## src/rtl/plng_pkg.sv

```systemverilog
package plng_pkg;

   // defaults for the top-level parameters
   localparam int MAX_DIMS_DEFAULT    = 4;
   localparam int EXTENT_BITS_DEFAULT = 8;

   // fixed field widths
   localparam int FLAT_W      = 32;
   localparam int DIM_FIELD_W = 2;
   localparam int NUM_DIMS_W  = 3;
   localparam int EXT_REG_W   = 9;
   localparam int CSR_IDX_W   = 3;
   localparam int CSR_DATA_W  = 9;
   localparam int REQ_DATA_W  = 8;
   localparam int RSP_DATA_W  = 64;
   localparam int RSP_USER_W  = 4;

   // dimensions that have an extent register; the rest have extent one
   localparam int NUM_EXT_REGS = 4;

   // depth of the queue between front and back
   localparam int QUEUE_DEPTH = 4;

   // configuration register indexes
   localparam logic [CSR_IDX_W-1:0] CSR_NUM_DIMS  = 3'd0;
   localparam logic [CSR_IDX_W-1:0] CSR_EXTENT_D0 = 3'd1;
   localparam logic [CSR_IDX_W-1:0] CSR_EXTENT_D1 = 3'd2;
   localparam logic [CSR_IDX_W-1:0] CSR_EXTENT_D2 = 3'd3;
   localparam logic [CSR_IDX_W-1:0] CSR_EXTENT_D3 = 3'd4;

   // register reset values
   localparam logic [NUM_DIMS_W-1:0] NUM_DIMS_RESET = 3'd2;
   localparam logic [EXT_REG_W-1:0]  EXT_RESET [NUM_EXT_REGS] = '{
      9'd16, 9'd16, 9'd1, 9'd1
   };

   // neighbour direction codes
   localparam logic DIR_PLUS  = 1'b0;
   localparam logic DIR_MINUS = 1'b1;

   typedef enum logic [2:0] {
      FRONT_IDLE,
      FRONT_PASS,
      FRONT_FINISH,
      FRONT_EMIT,
      FRONT_ADVANCE
   } front_state_type;

   // one dimension's worth of work: both neighbours of the current site
   typedef struct packed {
      logic [FLAT_W-1:0]      nb_plus;
      logic [FLAT_W-1:0]      nb_minus;
      logic [FLAT_W-1:0]      site;
      logic [DIM_FIELD_W-1:0] dim;
      logic                   last_dim;
      logic                   last_site;
   } entry_type;

endpackage

```

## src/rtl/plng_front.sv

```systemverilog
module plng_front #(
   parameter int MAX_DIMS    = plng_pkg::MAX_DIMS_DEFAULT,
   parameter int EXTENT_BITS = plng_pkg::EXTENT_BITS_DEFAULT
) (
   input  logic                                clock,
   input  logic                                reset,
   input  logic                                csr_valid,
   output logic                                csr_ready,
   input  logic [plng_pkg::CSR_IDX_W-1:0]      csr_index,
   input  logic [plng_pkg::CSR_DATA_W-1:0]     csr_data,
   input  logic                                req_tvalid,
   output logic                                req_tready,
   input  logic [plng_pkg::REQ_DATA_W-1:0]     req_tdata,
   output logic                                q_push,
   output plng_pkg::entry_type                 q_entry,
   input  logic                                q_full
);

   localparam int DIM_W = (MAX_DIMS > 1) ? $clog2(MAX_DIMS) : 1;
   localparam int CNT_W = $clog2(MAX_DIMS + 1);
   localparam int EXT_W = EXTENT_BITS + 1;
   localparam logic [31:0] EXT_CAP = 32'(1) << EXTENT_BITS;
   localparam int FW = plng_pkg::FLAT_W;

   plng_pkg::front_state_type state_ff, state_in;

   logic [plng_pkg::NUM_DIMS_W-1:0] num_dims_ff;
   logic [plng_pkg::EXT_REG_W-1:0]  ext_reg_ff [plng_pkg::NUM_EXT_REGS];

   logic [EXTENT_BITS-1:0] coord_ff [MAX_DIMS];
   logic [FW-1:0]          stride_ff [MAX_DIMS];
   logic [FW-1:0]          span_ff [MAX_DIMS];
   logic [DIM_W-1:0]       idx_ff;
   logic [FW-1:0]          run_ff;
   logic [FW-1:0]          acc_ff;
   logic [FW-1:0]          prodc_ff;
   logic [FW-1:0]          prev_stride_ff;
   logic                   first_ff;
   logic                   last_site_ff;

   logic [CNT_W-1:0]       n_dims;
   logic [EXT_W-1:0]       ext [MAX_DIMS];
   logic [EXTENT_BITS-1:0] clean [MAX_DIMS];
   logic [EXTENT_BITS-1:0] adv [MAX_DIMS];
   logic                   last_site_calc;
   logic [EXTENT_BITS-1:0] c_sel;
   logic [EXT_W-1:0]       e_sel;
   logic [FW-1:0]          stride_sel;
   logic [FW-1:0]          span_sel;
   logic [FW-1:0]          nb_plus;
   logic [FW-1:0]          nb_minus;
   logic                   last_emit;
   logic                   req_accept;

   assign csr_ready  = 1'b1;
   assign req_accept = req_tvalid && req_tready;

   // configuration registers
   always_ff @(posedge clock) begin
      if (reset) begin
         num_dims_ff <= plng_pkg::NUM_DIMS_RESET;
         for (int i = 0; i < plng_pkg::NUM_EXT_REGS; i++) begin
            ext_reg_ff[i] <= plng_pkg::EXT_RESET[i];
         end
      end else if (csr_valid) begin
         unique case (csr_index)
            plng_pkg::CSR_NUM_DIMS: begin
               num_dims_ff <= csr_data[plng_pkg::NUM_DIMS_W-1:0];
            end
            plng_pkg::CSR_EXTENT_D0: ext_reg_ff[0] <= csr_data;
            plng_pkg::CSR_EXTENT_D1: ext_reg_ff[1] <= csr_data;
            plng_pkg::CSR_EXTENT_D2: ext_reg_ff[2] <= csr_data;
            plng_pkg::CSR_EXTENT_D3: ext_reg_ff[3] <= csr_data;
            default: ;
         endcase
      end
   end

   // dimension count clamped to the supported range
   always_comb begin
      if (num_dims_ff == '0) begin
         n_dims = CNT_W'(1);
      end else if (32'(num_dims_ff) > 32'(MAX_DIMS)) begin
         n_dims = CNT_W'(MAX_DIMS);
      end else begin
         n_dims = CNT_W'(num_dims_ff);
      end
   end

   // extents clamped to one .. 2^EXTENT_BITS
   for (genvar g = 0; g < MAX_DIMS; g++) begin : g_ext
      if (g < plng_pkg::NUM_EXT_REGS) begin : g_reg
         always_comb begin
            if (ext_reg_ff[g] == '0) begin
               ext[g] = EXT_W'(1);
            end else if (32'(ext_reg_ff[g]) > EXT_CAP) begin
               ext[g] = EXT_W'(EXT_CAP);
            end else begin
               ext[g] = EXT_W'(ext_reg_ff[g]);
            end
         end
      end else begin : g_one
         assign ext[g] = EXT_W'(1);
      end
   end

   // coordinates as seen by a new transaction, and the last-site flag
   always_comb begin
      last_site_calc = 1'b1;
      for (int d = 0; d < MAX_DIMS; d++) begin
         if (req_tdata[0] || d >= int'(n_dims) || EXT_W'(coord_ff[d]) >= ext[d]) begin
            clean[d] = '0;
         end else begin
            clean[d] = coord_ff[d];
         end
         if (d < int'(n_dims) && EXT_W'(clean[d]) != ext[d] - EXT_W'(1)) begin
            last_site_calc = 1'b0;
         end
      end
   end

   // odometer step, last dimension fastest
   always_comb begin
      logic             carry;
      logic [EXT_W-1:0] inc;
      carry = 1'b1;
      for (int d = MAX_DIMS - 1; d >= 0; d--) begin
         inc    = EXT_W'(coord_ff[d]) + EXT_W'(1);
         adv[d] = coord_ff[d];
         if (carry && d < int'(n_dims)) begin
            if (inc >= ext[d]) begin
               adv[d] = '0;
            end else begin
               adv[d] = inc[EXTENT_BITS-1:0];
               carry  = 1'b0;
            end
         end
      end
   end

   // per-dimension selection, shared by the stride pass and emission
   assign c_sel      = coord_ff[idx_ff];
   assign e_sel      = ext[idx_ff];
   assign stride_sel = stride_ff[idx_ff];
   assign span_sel   = span_ff[idx_ff];
   assign last_emit  = CNT_W'(idx_ff) == n_dims - CNT_W'(1);

   // wrap moves the index by (extent-1)*stride the other way
   assign nb_plus  = (EXT_W'(c_sel) == e_sel - EXT_W'(1)) ? acc_ff - span_sel
                                                           : acc_ff + stride_sel;
   assign nb_minus = (c_sel == '0) ? acc_ff + span_sel : acc_ff - stride_sel;

   always_comb begin
      q_entry.nb_plus   = nb_plus;
      q_entry.nb_minus  = nb_minus;
      q_entry.site      = acc_ff;
      q_entry.dim       = plng_pkg::DIM_FIELD_W'(idx_ff);
      q_entry.last_dim  = last_emit;
      q_entry.last_site = last_site_ff;
   end

   // next state
   always_comb begin
      state_in = state_ff;
      unique case (state_ff)
         plng_pkg::FRONT_IDLE: begin
            if (req_tvalid) state_in = plng_pkg::FRONT_PASS;
         end
         plng_pkg::FRONT_PASS: begin
            if (idx_ff == '0) state_in = plng_pkg::FRONT_FINISH;
         end
         plng_pkg::FRONT_FINISH: state_in = plng_pkg::FRONT_EMIT;
         plng_pkg::FRONT_EMIT: begin
            if (!q_full && last_emit) state_in = plng_pkg::FRONT_ADVANCE;
         end
         plng_pkg::FRONT_ADVANCE: state_in = plng_pkg::FRONT_IDLE;
         default: state_in = plng_pkg::FRONT_IDLE;
      endcase
   end

   // outputs
   always_comb begin
      req_tready = 1'b0;
      q_push     = 1'b0;
      unique case (state_ff)
         plng_pkg::FRONT_IDLE: req_tready = 1'b1;
         plng_pkg::FRONT_EMIT: q_push = !q_full;
         default: ;
      endcase
   end

   always_ff @(posedge clock) begin
      if (reset) begin
         state_ff <= plng_pkg::FRONT_IDLE;
      end else begin
         state_ff <= state_in;
      end
   end

   always_ff @(posedge clock) begin
      if (reset) begin
         for (int d = 0; d < MAX_DIMS; d++) begin
            coord_ff[d] <= '0;
         end
      end else begin
         unique case (state_ff)
            plng_pkg::FRONT_IDLE: begin
               if (req_accept) begin
                  coord_ff       <= clean;
                  last_site_ff   <= last_site_calc;
                  idx_ff         <= DIM_W'(n_dims - CNT_W'(1));
                  run_ff         <= FW'(1);
                  acc_ff         <= '0;
                  prodc_ff       <= '0;
                  prev_stride_ff <= '0;
                  first_ff       <= 1'b1;
               end
            end
            plng_pkg::FRONT_PASS: begin
               // walk from the fastest dimension down, building strides and the site index
               stride_ff[idx_ff] <= run_ff;
               run_ff            <= run_ff * FW'(e_sel);
               prodc_ff          <= run_ff * FW'(c_sel);
               acc_ff            <= acc_ff + prodc_ff;
               prev_stride_ff    <= run_ff;
               first_ff          <= 1'b0;
               if (!first_ff) begin
                  span_ff[idx_ff + DIM_W'(1)] <= run_ff - prev_stride_ff;
               end
               if (idx_ff != '0) begin
                  idx_ff <= idx_ff - DIM_W'(1);
               end
            end
            plng_pkg::FRONT_FINISH: begin
               acc_ff     <= acc_ff + prodc_ff;
               span_ff[0] <= run_ff - prev_stride_ff;
               idx_ff     <= '0;
            end
            plng_pkg::FRONT_EMIT: begin
               if (!q_full && !last_emit) begin
                  idx_ff <= idx_ff + DIM_W'(1);
               end
            end
            plng_pkg::FRONT_ADVANCE: coord_ff <= adv;
            default: ;
         endcase
      end
   end

   a_emit_index: assert property (@(posedge clock) disable iff (reset)
      state_ff == plng_pkg::FRONT_EMIT |-> CNT_W'(idx_ff) < n_dims)
      else $error("emission index beyond used dimensions");

   a_accept_starts_pass: assert property (@(posedge clock) disable iff (reset)
      req_accept |=> state_ff == plng_pkg::FRONT_PASS)
      else $error("accepted transaction did not start the stride pass");

   a_advance_after_push: assert property (@(posedge clock) disable iff (reset)
      state_ff == plng_pkg::FRONT_ADVANCE |->
         $past(state_ff) == plng_pkg::FRONT_EMIT && $past(q_push) && $past(last_emit))
      else $error("odometer advanced without the final push");

endmodule

```

## src/rtl/plng_queue.sv

```systemverilog
module plng_queue (
   input  logic                clock,
   input  logic                reset,
   input  logic                push,
   input  plng_pkg::entry_type push_entry,
   output logic                full,
   input  logic                pop,
   output plng_pkg::entry_type pop_entry,
   output logic                empty
);

   localparam int DEPTH = plng_pkg::QUEUE_DEPTH;
   localparam int PTR_W = (DEPTH > 1) ? $clog2(DEPTH) : 1;
   localparam int CNT_W = $clog2(DEPTH + 1);

   plng_pkg::entry_type slot_ff [DEPTH];
   logic [PTR_W-1:0]    wr_ptr_ff;
   logic [PTR_W-1:0]    rd_ptr_ff;
   logic [CNT_W-1:0]    count_ff;

   assign full      = count_ff == CNT_W'(DEPTH);
   assign empty     = count_ff == '0;
   assign pop_entry = slot_ff[rd_ptr_ff];

   always_ff @(posedge clock) begin
      if (push) begin
         slot_ff[wr_ptr_ff] <= push_entry;
      end
   end

   always_ff @(posedge clock) begin
      if (reset) begin
         wr_ptr_ff <= '0;
         rd_ptr_ff <= '0;
         count_ff  <= '0;
      end else begin
         if (push) begin
            wr_ptr_ff <= (wr_ptr_ff == PTR_W'(DEPTH - 1)) ? '0 : wr_ptr_ff + PTR_W'(1);
         end
         if (pop) begin
            rd_ptr_ff <= (rd_ptr_ff == PTR_W'(DEPTH - 1)) ? '0 : rd_ptr_ff + PTR_W'(1);
         end
         if (push && !pop) begin
            count_ff <= count_ff + CNT_W'(1);
         end else if (pop && !push) begin
            count_ff <= count_ff - CNT_W'(1);
         end
      end
   end

endmodule

```

## src/rtl/plng_back.sv

```systemverilog
module plng_back (
   input  logic                                clock,
   input  logic                                reset,
   input  logic                                q_empty,
   input  plng_pkg::entry_type                 q_entry,
   output logic                                q_pop,
   output logic                                rsp_tvalid,
   input  logic                                rsp_tready,
   output logic [plng_pkg::RSP_DATA_W-1:0]     rsp_tdata,
   output logic [plng_pkg::RSP_USER_W-1:0]     rsp_tuser,
   output logic                                rsp_tlast
);

   logic                                rsp_valid_ff;
   logic [plng_pkg::RSP_DATA_W-1:0]     rsp_data_ff;
   logic [plng_pkg::RSP_USER_W-1:0]     rsp_user_ff;
   logic                                rsp_last_ff;
   logic                                pend_ff;
   plng_pkg::entry_type                 hold_ff;
   logic                                out_free;

   assign out_free   = !rsp_valid_ff || rsp_tready;
   assign q_pop      = out_free && !pend_ff && !q_empty;

   assign rsp_tvalid = rsp_valid_ff;
   assign rsp_tdata  = rsp_data_ff;
   assign rsp_tuser  = rsp_user_ff;
   assign rsp_tlast  = rsp_last_ff;

   // pend_ff: the minus neighbour of the held entry is still to go out
   always_ff @(posedge clock) begin
      if (reset) begin
         rsp_valid_ff <= 1'b0;
         pend_ff      <= 1'b0;
      end else if (out_free) begin
         if (pend_ff) begin
            rsp_valid_ff <= 1'b1;
            pend_ff      <= 1'b0;
         end else if (!q_empty) begin
            rsp_valid_ff <= 1'b1;
            pend_ff      <= 1'b1;
         end else begin
            rsp_valid_ff <= 1'b0;
         end
      end
   end

   always_ff @(posedge clock) begin
      if (out_free) begin
         if (pend_ff) begin
            rsp_data_ff <= {hold_ff.site, hold_ff.nb_minus};
            rsp_user_ff <= {hold_ff.last_site, plng_pkg::DIR_MINUS, hold_ff.dim};
            rsp_last_ff <= hold_ff.last_dim;
         end else if (!q_empty) begin
            rsp_data_ff <= {q_entry.site, q_entry.nb_plus};
            rsp_user_ff <= {q_entry.last_site, plng_pkg::DIR_PLUS, q_entry.dim};
            rsp_last_ff <= 1'b0;
            hold_ff     <= q_entry;
         end
      end
   end

   a_pend_shows_plus: assert property (@(posedge clock) disable iff (reset)
      pend_ff |-> rsp_tvalid && !rsp_tlast)
      else $error("minus neighbour pending without a plus neighbour on the output");

   a_pop_loads: assert property (@(posedge clock) disable iff (reset)
      q_pop |=> rsp_tvalid && pend_ff)
      else $error("queue entry popped but not loaded");

   a_last_is_minus: assert property (@(posedge clock) disable iff (reset)
      rsp_tvalid && rsp_tlast |-> rsp_tuser[2] == plng_pkg::DIR_MINUS && !pend_ff)
      else $error("last neighbour of a site is not a minus neighbour");

endmodule

```

## src/rtl/periodic_lattice_neighbour_gen.sv

```systemverilog
// nearest-neighbour index generator for a periodic n-dimensional lattice
// csr channel: csr_valid/csr_ready with csr_index and csr_data; index 0 sets the
//   dimension count, 1..4 the extents of dimensions 0..3; csr_ready is always high,
//   write only while no request is in flight
// req channel: one transaction per site; req_tdata bit 0 is restart, which puts the
//   walk back to site zero before the neighbours are produced
// rsp channel: 2*n transactions per request (n used dimensions), plus then minus
//   neighbour per dimension in order; tlast marks the final neighbour of the site
// first response: after the stride pass and the finish step, the first entry goes
//   through the queue into the response register; the front takes a new request only
//   after its stride pass (one multiply step per dimension) and one queue push per
//   dimension; the back sends one response per cycle while the receiver is ready
// reset: registers return to two dimensions of extent 16, the walk to site zero,
//   the queue empties
// a stalled receiver holds the response register; the queue fills, the front waits
//   in emission and req_tready stays low until room frees up
module periodic_lattice_neighbour_gen #(
   parameter int MAX_DIMS    = plng_pkg::MAX_DIMS_DEFAULT,
   parameter int EXTENT_BITS = plng_pkg::EXTENT_BITS_DEFAULT
) (
   input  logic                                clock,
   input  logic                                reset,
   input  logic                                csr_valid,
   output logic                                csr_ready,
   input  logic [plng_pkg::CSR_IDX_W-1:0]      csr_index,
   input  logic [plng_pkg::CSR_DATA_W-1:0]     csr_data,
   input  logic                                req_tvalid,
   output logic                                req_tready,
   input  logic [plng_pkg::REQ_DATA_W-1:0]     req_tdata,   // [0] restart
   output logic                                rsp_tvalid,
   input  logic                                rsp_tready,
   // [31:0] neighbour_index, [63:32] site_index
   output logic [plng_pkg::RSP_DATA_W-1:0]     rsp_tdata,
   // [1:0] dimension, [2] direction, [3] last_site
   output logic [plng_pkg::RSP_USER_W-1:0]     rsp_tuser,
   output logic                                rsp_tlast    // last_of_site
);

   logic                q_push;
   logic                q_full;
   logic                q_pop;
   logic                q_empty;
   plng_pkg::entry_type push_entry;
   plng_pkg::entry_type pop_entry;

   plng_front #(
      .MAX_DIMS    (MAX_DIMS),
      .EXTENT_BITS (EXTENT_BITS)
   ) u_front (
      .clock      (clock),
      .reset      (reset),
      .csr_valid  (csr_valid),
      .csr_ready  (csr_ready),
      .csr_index  (csr_index),
      .csr_data   (csr_data),
      .req_tvalid (req_tvalid),
      .req_tready (req_tready),
      .req_tdata  (req_tdata),
      .q_push     (q_push),
      .q_entry    (push_entry),
      .q_full     (q_full)
   );

   plng_queue u_queue (
      .clock      (clock),
      .reset      (reset),
      .push       (q_push),
      .push_entry (push_entry),
      .full       (q_full),
      .pop        (q_pop),
      .pop_entry  (pop_entry),
      .empty      (q_empty)
   );

   plng_back u_back (
      .clock      (clock),
      .reset      (reset),
      .q_empty    (q_empty),
      .q_entry    (pop_entry),
      .q_pop      (q_pop),
      .rsp_tvalid (rsp_tvalid),
      .rsp_tready (rsp_tready),
      .rsp_tdata  (rsp_tdata),
      .rsp_tuser  (rsp_tuser),
      .rsp_tlast  (rsp_tlast)
   );

endmodule

```

## config.mk

```make
export PLATFORM = sky130hd
export DESIGN_NAME = periodic_lattice_neighbour_gen
export DESIGN_NICKNAME = d
export VERILOG_FILES = /design/src/rtl/plng_pkg.sv /design/src/rtl/plng_front.sv /design/src/rtl/plng_queue.sv /design/src/rtl/plng_back.sv /design/src/rtl/periodic_lattice_neighbour_gen.sv
export SDC_FILE = /design/constraint.sdc
export NUM_CORES = 2
export LEC_CHECK = 0
export ABC_AREA = 1
export ABC_CLOCK_PERIOD_IN_PS = 11500
export BUFFER_PORTS_ARGS = -buffer_cell sky130_fd_sc_hd__buf_2
export CAP_MARGIN = 20
export CORE_ASPECT_RATIO = 1.1
export CORE_UTILIZATION = 30
export DETAILED_ROUTE_END_ITERATION = 8
export PLACE_DENSITY = 0.51
export SYNTH_ARGS = -nofsm -noshare
export SYNTH_HDL_FRONTEND = slang
export SYNTH_SLANG_ARGS = --single-unit
```

## constraint.sdc

```tcl
create_clock -name clock -period 11.5 [get_ports clock]
set_input_delay 1.725 -clock clock [delete_from_list [all_inputs] [get_ports clock]]
set_output_delay 1.725 -clock clock [all_outputs]
set_load 0.01 [all_outputs]
```

==> metrics.txt <==
slowest cell on the critical path=nand2_2; path depth of the worst reg2reg path=28; Slew Viols, Final=0; CP Class=flip-flop to flip-flop; HP Class=flip-flop to flip-flop; Syn Nets=7358; routed vias=46900; sequential fraction of the synthesis area=0.4711; Clock Path Buffers=3; Fmax=0.1311 GHz; Final ANT Viol Nets=0; top cells by area, synth=edfxtp_1 45%, fa_1 11%, nand2_1 6.8%; clock insertion delay at the later pin of the skew report=730 ps; Crit path required time=11970 ps; post-route clock period utilization=0.6633; Clock Tree Root=clkbuf_16; largest family of logic cells by synthesized area=adder cells; fin cells=9576; Crit path top cell by count=nand3_1; initial antenna violation count=2; RSZ-0062 raised after global routing=no; Period minus WS final=7628 ps; Die W=440.4 um; most common cell in the synthesized netlist=nand2_1; DRC violations left=0; setup TNS=0 ps; DR vias/cell=4.898; max_slew headroom=0.2669; Synth Area in Simple Gates=0.1574; global-route wire length before repair=278600 um; Area growth, synth to finish=11.04%; proportion of synthesized area in mux cells=0; largest net degree at the start of global routing=158; post-CTS resize count=0; r2r setup slk=3870 ps; crit end category=flip-flop; #FFs+latches synth=1012; maxcap violations=0; Yosys top cell by area=edfxtp_1; dpl cells=9372; reg2reg end=u_queue.slot_ff[0][93]$_DFFE_PP_; Num CTS Buffers=108; GRT Resource Usage Total=0.1680; EDFF count, synth=961; CTS Hold Bufs=0; Avg Cell Area, Syn=9.471 um^2; postcts setup bufs=0; routed wire length=180900 um; final hold viol count=0; CP Launch Point=u_front.idx_ff[1]$_DFFE_PP_; crit path launch type=flip-flop; max incr delay on CP=670 ps; RePlAce Congestion=0.8972; status=completed; num ports=97; post-layout util=0.3359; # rows=176; share of Yosys cell area claimed by the top area cell type=0.4550; CP arrival=8100 ps; Final #Nets=7385; H-Tree Depth=3; Synth Flop Type=edfxtp_1; commonest cells in the synthesized netlist=1146 x nand2_1, 1000 x nor2_1, 961 x edfxtp_1; Synth Warn #=0; First-pass DRT Iterations=8; hold path startpoint=u_front.num_dims_ff[0]$_SDFFE_PP0P_; CTS clk-pin slew, worst paths=60 ps; CTS Sinks=1012; CTS tree=yes; setup violators final=0; Worst Max-Slew Pin Slew=1100 ps; drt first-iter violations=2909; compound-gate portion of the synthesized area=0.1126; worst r2r src=u_front.idx_ff[1]$_DFFE_PP_; share of layout cells above drive strength 1=0.05854; DPL Wire Length=129600 um; post-synthesis xor/xnor area fraction=0.02638; DR WL/cell=18.89 um; Die Ht=484.2 um; hold path depth=2; Synth cell types=62; Die ar.=213300 um^2; peak fanout along the critical path=34; Port-buffer cells=88; clk_skew=44.32 ps; core area=209600 um^2; WHS Endpoint=u_front.num_dims_ff[0]$_SDFFE_PP0P_; Post-Synthesis Cell Area=63420 um^2; Post-synth ARST share=0; Initial Utilization=0.3025; Mapped Cells=6697; grt ovf=0; adder-cell area share of the yosys netlist=0.1657; vias in the first global route=47180
cells in the final DEF (no fill, tap or decap), types with 88 or more instances in the layout:
master	count
a21oi_1	394
buf_2	88
clkbuf_16	109
edfxtp_1	961
fa_1	340
ha_1	296
inv_1	796
nand2_1	1146
nand3_1	177
nor2_1	989
o21ai_0	499
o22ai_1	95
xor2_1	138
area by class of cell:
| type | count | area [um^2] |
|---|---|---|
| Timing Repair Buffer | 162 | 1021 |
| Antenna cell | 1 | 2.502 |
| Tap cell | 2759 | 3452 |
| Sequential cell | 1012 | 29890 |
| Fill cell | 21420 | 139200 |
| Inverter | 841 | 3164 |
| Clock buffer | 130 | 2826 |
| Multi-Input combinational cell | 4599 | 29410 |
| Clock inverter | 72 | 659.4 |
metal layers:
metal	track usage	part of all wire	up-vias
met5	0	0	-
met4	0.05647	0.030	0
met3	0.01634	0.043	210
met2	0.2870	0.48	1087
met1	0.2210	0.44	23070
li1	-	-	22540
registers in the layout, summed over array words and instances, names as in the netlist, 3 cells and up, named ones only:
| name | cells |
|---|---|
| u_queue.count_ff | 3 |
| u_back.rsp_tuser | 4 |
| u_front.run_ff | 32 |
| u_front.state_ff | 3 |
| u_front.acc_ff | 32 |
| u_front.span_ff | 128 |
| u_back.rsp_tdata | 64 |
| u_back.hold_ff | 68 |
| u_front.ext_reg_ff | 36 |
| u_front.coord_ff | 32 |
| u_front.stride_ff | 128 |
| u_front.num_dims_ff | 3 |
| u_front.prev_stride_ff | 32 |
| u_queue.slot_ff | 400 |
| u_front.prodc_ff | 32 |
how the worst max path moves through the flow:
stage / end
finish: u_queue.slot_ff[0][93]$_DFFE_PP_
global route: u_queue.slot_ff[3][93]$_DFFE_PP_
CTS: u_queue.slot_ff[0][93]$_DFFE_PP_
detailed placement: u_queue.slot_ff[3][93]$_DFFE_PP_
global placement: u_queue.slot_ff[0][93]$_DFFE_PP_
floorplan: u_front.first_ff$_DFFE_PP_
worst max-delay path, delay by kind of cell (launching register included):
kind | cells | cell delay (ps)
compound gates | 7 | 2010
xor+xnor | 1 | 430
fa+ha+maj | 2 | 600
buf+inv | 5 | 1630
flops | 1 | 350
simple gates | 13 | 2240
through the flow:
| step | hold WS [ps] | worst slack (ps) | cell area, um^2 |
|---|---|---|---|
| CTS | 476.9 | 3847 | 70410 |
| global route | 504.9 | 3311 | 70430 |
| floorplan | 444.5 | 2009 | 63420 |
| detailed placement | 467.3 | 3880 | 66920 |
| global placement | 464.1 | 3878 | 66920 |
| finish | 480.1 | 3872 | 70430 |
cells by family after synthesis:
family                     Yosys count
DFF                               1012
other                                1
and+or+nand+nor                   2496
xor gates and xnor gates           191
buffers and inverters             1086
AOI/OAI and AO/OA                 1275
adders and majority gates          636
Power is not shown: default switching activity piles up to over one toggle a cycle in this logic, so the estimate is an artifact.
